**config.mk**
```make
export PLATFORM = sky130hd
export DESIGN_NAME = sorted_priority_queue
export DESIGN_NICKNAME = d
export VERILOG_FILES = /design/src/rtl/core/spq_pkg.sv /design/src/rtl/core/spq_cell.sv /design/src/rtl/core/sorted_priority_queue.sv
export SDC_FILE = /design/constraint.sdc
export NUM_CORES = 2
export LEC_CHECK = 0
export ABC_AREA = 1
export BUFFER_PORTS_ARGS = -buffer_cell sky130_fd_sc_hd__clkbuf_2
export CORE_MARGIN = 2
export CORE_UTILIZATION = 45
export CTS_CLUSTER_DIAMETER = 80
export CTS_CLUSTER_SIZE = 14
export DETAILED_ROUTE_END_ITERATION = 7
export SYNTH_ARGS = -nofsm -noshare
export SYNTH_HDL_FRONTEND = slang
export SYNTH_SLANG_ARGS = --single-unit
```
**constraint.sdc**
```tcl
create_clock -name clk -period 3.88 [get_ports clk]
set_input_delay 0.388 -clock clk [delete_from_list [all_inputs] [get_ports clk]]
set_output_delay 0.388 -clock clk [all_outputs]
set_load 0.03 [all_outputs]
```
**src/rtl/core/spq_pkg.sv**
```systemverilog
`default_nettype none

package spq_pkg;

    localparam int PRIO_W  = 16;
    localparam int TAG_W   = 16;
    localparam int COUNT_W = 5;
    localparam int OUT_W   = 40;

    typedef enum logic
    {
        CMD_PUSH = 1'b0,
        CMD_POP  = 1'b1
    } cmd_t;

    typedef enum logic [1:0]
    {
        ST_OK         = 2'd0,
        ST_POP_EMPTY  = 2'd1,
        ST_PUSH_FULL  = 2'd2
    } status_t;

    typedef struct packed
    {
        logic [TAG_W-1:0]         tag;
        logic signed [PRIO_W-1:0] prio;
    } entry_t;

    typedef struct packed
    {
        logic   push;
        logic   pop;
        entry_t new_entry;
    } cell_ctrl_t;

endpackage

`default_nettype wire

```
**src/rtl/core/spq_cell.sv**
```systemverilog
`default_nettype none

module spq_cell
    import spq_pkg::*;
(
    input  wire logic       clk,
    input  wire cell_ctrl_t ctrl,
    input  wire logic       occ,
    input  wire entry_t     left_entry,
    input  wire logic       left_yield,
    input  wire entry_t     right_entry,
    output entry_t          entry,
    output entry_t          next_entry,
    output logic            yield
);

    entry_t entry_reg;
    entry_t entry_next;

    // this cell gives way to the new entry (free, or holds an equal or larger priority)
    assign yield = !occ || (entry_reg.prio >= ctrl.new_entry.prio);

    always_comb
    begin
        entry_next = entry_reg;
        if (ctrl.push)
        begin
            if (left_yield)
            begin
                entry_next = left_entry;
            end
            else if (yield)
            begin
                entry_next = ctrl.new_entry;
            end
        end
        else if (ctrl.pop)
        begin
            entry_next = right_entry;
        end
    end

    always_ff @(posedge clk)
    begin
        entry_reg <= entry_next;
    end

    assign entry      = entry_reg;
    assign next_entry = entry_next;

endmodule

`default_nettype wire

```
**src/rtl/core/sorted_priority_queue.sv**
```systemverilog
`default_nettype none

// Channel  Direction  Payload
// s_*      in         tuser: cmd; tdata: item_priority[15:0], item_tag[31:16]
// m_*      out        tdata: is_empty, front_priority, front_tag, entry_count, status
//
// One request per cycle while s_tready is high: every cell shifts, loads or holds together,
// and the result is registered, valid in the cycle after the request is accepted.
// s_tready is high while the result register is empty or being taken.
// Reset clears the entry count and the result valid; cell contents stay unknown.

module sorted_priority_queue
    import spq_pkg::*;
#(
    parameter int QUEUE_DEPTH = 16
)
(
    input  wire logic              clk,
    input  wire logic              rst_n,
    input  wire logic              s_tvalid,
    output logic                   s_tready,
    input  wire logic [31:0]       s_tdata,  // item_priority, item_tag
    input  wire logic              s_tuser,  // cmd
    output logic                   m_tvalid,
    input  wire logic              m_tready,
    output logic [OUT_W-1:0]       m_tdata   // is_empty, front_priority, front_tag,
                                             // entry_count, status
);

    localparam int CW = $clog2(QUEUE_DEPTH + 1);

    logic [CW-1:0]    count_reg;
    logic [CW-1:0]    count_next;
    logic             m_tvalid_reg;
    logic             m_tvalid_next;
    logic [OUT_W-1:0] m_tdata_reg;
    logic [OUT_W-1:0] m_tdata_next;

    logic       accept;
    logic       is_full;
    logic       is_none;
    cmd_t       cmd;
    status_t    status;
    cell_ctrl_t ctrl;

    entry_t cell_entry [QUEUE_DEPTH];
    entry_t cell_next  [QUEUE_DEPTH];
    logic   cell_yield [QUEUE_DEPTH];
    logic   cell_occ   [QUEUE_DEPTH];

    assign s_tready = !m_tvalid_reg || m_tready;
    assign accept   = s_tvalid && s_tready;
    assign cmd      = cmd_t'(s_tuser);
    assign is_full  = (count_reg == CW'(QUEUE_DEPTH));
    assign is_none  = (count_reg == '0);

    always_comb
    begin
        ctrl.push           = accept && (cmd == CMD_PUSH) && !is_full;
        ctrl.pop            = accept && (cmd == CMD_POP) && !is_none;
        ctrl.new_entry.prio = s_tdata[15:0];
        ctrl.new_entry.tag  = s_tdata[31:16];
    end

    genvar gi;
    generate
        for (gi = 0; gi < QUEUE_DEPTH; gi++)
        begin : g_cell
            entry_t left_e;
            entry_t right_e;
            logic   left_y;

            assign cell_occ[gi] = (CW'(gi) < count_reg);

            if (gi == 0)
            begin : g_head
                assign left_e = cell_entry[gi];
                assign left_y = 1'b0;
            end
            else
            begin : g_body
                assign left_e = cell_entry[gi-1];
                assign left_y = cell_yield[gi-1];
            end

            if (gi == QUEUE_DEPTH - 1)
            begin : g_tail
                assign right_e = cell_entry[gi];
            end
            else
            begin : g_mid
                assign right_e = cell_entry[gi+1];
            end

            spq_cell u_cell
            (
                .clk         (clk),
                .ctrl        (ctrl),
                .occ         (cell_occ[gi]),
                .left_entry  (left_e),
                .left_yield  (left_y),
                .right_entry (right_e),
                .entry       (cell_entry[gi]),
                .next_entry  (cell_next[gi]),
                .yield       (cell_yield[gi])
            );
        end
    endgenerate

    always_comb
    begin
        count_next = count_reg;
        status     = ST_OK;
        if (ctrl.push)
        begin
            count_next = count_reg + CW'(1);
        end
        else if (ctrl.pop)
        begin
            count_next = count_reg - CW'(1);
        end
        if (cmd == CMD_PUSH && is_full)
        begin
            status = ST_PUSH_FULL;
        end
        else if (cmd == CMD_POP && is_none)
        begin
            status = ST_POP_EMPTY;
        end
    end

    always_comb
    begin
        m_tvalid_next = m_tvalid_reg;
        m_tdata_next  = m_tdata_reg;
        if (accept)
        begin
            m_tvalid_next = 1'b1;
            if (count_next == '0)
            begin
                m_tdata_next[32:0] = {32'd0, 1'b1};
            end
            else
            begin
                m_tdata_next[32:0] = {cell_next[0].tag, cell_next[0].prio, 1'b0};
            end
            m_tdata_next[37:33] = COUNT_W'(count_next);
            m_tdata_next[39:38] = status;
        end
        else if (m_tready)
        begin
            m_tvalid_next = 1'b0;
        end
    end

    always_ff @(posedge clk or negedge rst_n)
    begin
        if (!rst_n)
        begin
            count_reg    <= '0;
            m_tvalid_reg <= 1'b0;
        end
        else
        begin
            count_reg    <= count_next;
            m_tvalid_reg <= m_tvalid_next;
        end
    end

    always_ff @(posedge clk)
    begin
        m_tdata_reg <= m_tdata_next;
    end

    assign m_tvalid = m_tvalid_reg;
    assign m_tdata  = m_tdata_reg;

    a_count_bound: assert property (@(posedge clk) disable iff (!rst_n)
        count_reg <= CW'(QUEUE_DEPTH))
        else $error("entry count above depth");

    a_push_count: assert property (@(posedge clk) disable iff (!rst_n)
        ctrl.push |=> count_reg == $past(count_reg) + CW'(1))
        else $error("push did not grow count");

    a_front_order: assert property (@(posedge clk) disable iff (!rst_n)
        cell_occ[1] |-> cell_entry[0].prio <= cell_entry[1].prio)
        else $error("front cells out of order");

    a_empty_flag: assert property (@(posedge clk) disable iff (!rst_n)
        (accept && cmd == CMD_POP && is_none) |=> m_tvalid && m_tdata[0])
        else $error("pop on empty lost empty flag");

endmodule

`default_nettype wire
```
==> impl_metrics.env <==
export IMPL_status="finished, final reports clean"
export IMPL_period_minus_slack_ps=3280
export IMPL_largest_reg_flops=512
export IMPL_crit_family="buffers and inverters"
export IMPL_slew_viol_final=0
export IMPL_areaGrowthSynthToFinish_pct=9.56
export IMPL_routed_wl_mm=135
export IMPL_synth_area_per_cell_um2=7.67
export IMPL_grt_use_total_pct=31.2
export IMPL_slowest_stage="inv_1"
export IMPL_io_pin_count=79
export IMPL_die_area_um2=85000
export IMPL_grt_start_max_net_pins=83
export IMPL_grt_pass1_wl_mm=204
export IMPL_cp_num_buf_inv=5
export IMPL_drcViolationCount=0
export IMPL_io_buffers=78
export IMPL_max_slew_margin_pct=14.3
export IMPL_ctsRootBufferMaster="clkbuf_16"
export IMPL_wl_per_cell_um=22.9
export IMPL_synth_cell_types=37
export IMPL_ir_worst_vdd_uv=362
export IMPL_vias=34766
export IMPL_cts_setup_buffers=0
export IMPL_grt_setup_unrepaired="false"
export IMPL_dp_hpwl_mm=97.0
export IMPL_nNetsFinal=5114
export IMPL_htreeDepth=2
export IMPL_mappedNetlistNets=5147
export IMPL_clkTransAtPathRegs_ps=80
export IMPL_start_util_pct=45.4
export IMPL_stdcell_count=5916
export IMPL_critPathLaunchType="register"
export IMPL_antenna_found_initial=0
export IMPL_crit_arrival_ps=3620
export IMPL_synthTopCellsByArea="edfxtp_1, nand2_1, ha_1, nand4_1, nand3_1"
export IMPL_gp_congestion=0.950
export IMPL_end_kind="register"
export IMPL_finalHoldViolCount=0
export IMPL_place_inst=5837
export IMPL_max_freq_mhz=304
export IMPL_clk_latency_ps=640
export IMPL_dr_pass1_iters=6
export IMPL_setup_violations=0
export IMPL_cts_sinks=558
export IMPL_required_ps=4210
export IMPL_hold_ws_ps=46.8
export IMPL_fp_row_count=105
export IMPL_synth_top_cell_by_area="edfxtp_1"
export IMPL_drtIter0Drc=4478
export IMPL_ant_nets=0
export IMPL_clk_path_buf_depth=3
export IMPL_max_stage_delay_ps=630
export IMPL_final_cell_mix="nand2_1, inv_1, edfxtp_1"
export IMPL_coreArea_um2=82000
export IMPL_hold_depth=3
export IMPL_grt_pass1_vias=32470
export IMPL_synth_seq_area_share_pct=44.1
export IMPL_netlist_area_um2=37200
export IMPL_finalClockSkew_ps=42.1
export IMPL_post_route_period_util_pct=84.6
export IMPL_worst_slew_pin_slew_ps=1280
export IMPL_synth_top_area_share_pct=42.0
export IMPL_vias_per_cell=5.88
export IMPL_critPathKind="register to register"
export IMPL_drive_above_1_share_pct=6.95
export IMPL_synthCells=4851
export IMPL_die_w_um=292
export IMPL_reg2regPathDepth=11
export IMPL_layout_commonest_cell="nand2_1"
export IMPL_cpMostUsedCell="inv_1"
export IMPL_yosys_register_bits=558
export IMPL_ctsResizeCount=0
export IMPL_cp_max_fo=27
export IMPL_critical_path_depth=11
export IMPL_min_path_type="primary input to register"
export IMPL_path_cells="inv_1 > ha_1 > inv_1 > nor3_2 > nand2_1 > nand3_4 > nand2_2 > inv_1 > buf_4 > nor2_2 > buf_4"
export IMPL_overflow=0
export IMPL_numCtsBuffers=48
export IMPL_power_density_nw_per_um2=597
export IMPL_drv_cap=0
export IMPL_die_y_um=292
export IMPL_cts_tree="done"
export IMPL_yosysWarnings=0
export IMPL_n_antenna_cell=0
export IMPL_p_leak_uw=0.0196
[layout make-up]
cell class              count  area [um2]
inverters                 619        2330
multi-input cells        3350       17400
fillers                  8101       41200
clock buffers              69        1320
well taps                1070        1340
flip-flops and latches    558       16400
repair buffers            241        1870
clock inverters             9         121
[power by group]
| group | internal, uW | switching [uW] | leakage [uW] | total, uW |
|---|---|---|---|---|
| sequential | 8240 | 1010 | 0.00529 | 9250 |
| combinational | 3050 | 7120 | 0.0136 | 10200 |
| clock | 2500 | 2400 | 0.000699 | 4910 |
[timing repair]
item                                    in CTS  in global routing
endpoints found under the setup margin       0                  0
hold buffers                                 1                  0
endpoints found under the hold margin        6                  0
[routing by layer]
metal	routed length [um]	GRT usage (%)	part of all wire, %
met2	57700	46.4	43
met5	0	0	0
met4	5760	12.1	4.3
met1	58400	45.3	43
met3	13400	5.09	9.9
[metrics by stage]
stage	cell area (um2)	total power (uW)	setup WS [ps]	TNS [ps]	utilization, %
4_1_cts	40800	24200	611	0	49.7
2_1_floorplan	37200	15800	-646	-202270	-
5_1_grt	40800	25700	357	0	49.7
3_3_place_gp	39300	19200	289	0	47.9
6_report	40800	24300	596	0	49.7
3_5_place_dp	39300	19300	301	0	47.9
[cells in the mapped netlist]
library cell / number
nor2_1: 193
o21ai_0: 96
buf_4: 3
o22a_1: 1
nor3_2: 1
a22oi_1: 1
xor2_1: 3
nor2_4: 1
a32oi_1: 2
nor3_1: 20
inv_2: 1
clkbuf_1: 231
inv_1: 617
ha_1: 259
o21ai_1: 3
dfrtp_1: 6
nand4_1: 429
a31oi_1: 14
dfxtp_1: 32
nand3_2: 1
nand3b_1: 10
edfxtp_1: 520
a41oi_1: 1
o22ai_1: 33
nand2_1: 1614
o21bai_1: 6
o211ai_1: 2
buf_2: 49
nor2_2: 1
a31oi_2: 2
a21oi_1: 177
a21o_1: 3
nand3_1: 468
clkinv_1: 1
nand2_2: 2
buf_1: 41
o21a_1: 7
[worst reg2reg max path, stage by stage (launching register included)]
cell	delay, ps
dfrtp_1	480
inv_1	140
ha_1	160
inv_1	50
nor3_2	160
nand2_1	140
nand3_4	340
nand2_2	100
inv_1	630
buf_4	440
nor2_2	90
buf_4	250
[final timing paths]
path / to / slack [ps] / startpoint
setup / recovery: g_cell[14].u_cell.entry[2]$_DFFE_PP_ / 600 / count_reg[0]$_DFF_PN0_
hold / removal: m_tvalid$_DFFE_PN0P_ / 50 / s_tvalid
setup reg to reg: g_cell[14].u_cell.entry[2]$_DFFE_PP_ / 600 / count_reg[0]$_DFF_PN0_
hold reg to reg: g_cell[15].u_cell.entry[27]$_DFFE_PP_ / 530 / g_cell[14].u_cell.entry[27]$_DFFE_PP_
max in group asynchronous: count_reg[3]$_DFF_PN0_ / 3560 / rst_n
min in group asynchronous: count_reg[1]$_DFF_PN0_ / 140 / rst_n
[cell families (layout without fill, tap and decap cells)]
logic type / after synthesis / after routing / synth area share [%]
AND/OR/NAND/NOR: 2740 / 2740 / 32.4
buffers and inverters: 943 / 938 / 9.71
flip-flops: 558 / 558 / 44.1
AO/OA/AOI/OAI: 348 / 348 / 5.05
adder cells (fa/ha/maj): 259 / 259 / 8.71
XOR/XNOR: 3 / 3 / 0.0707
Power figures use the tool's default switching activity.
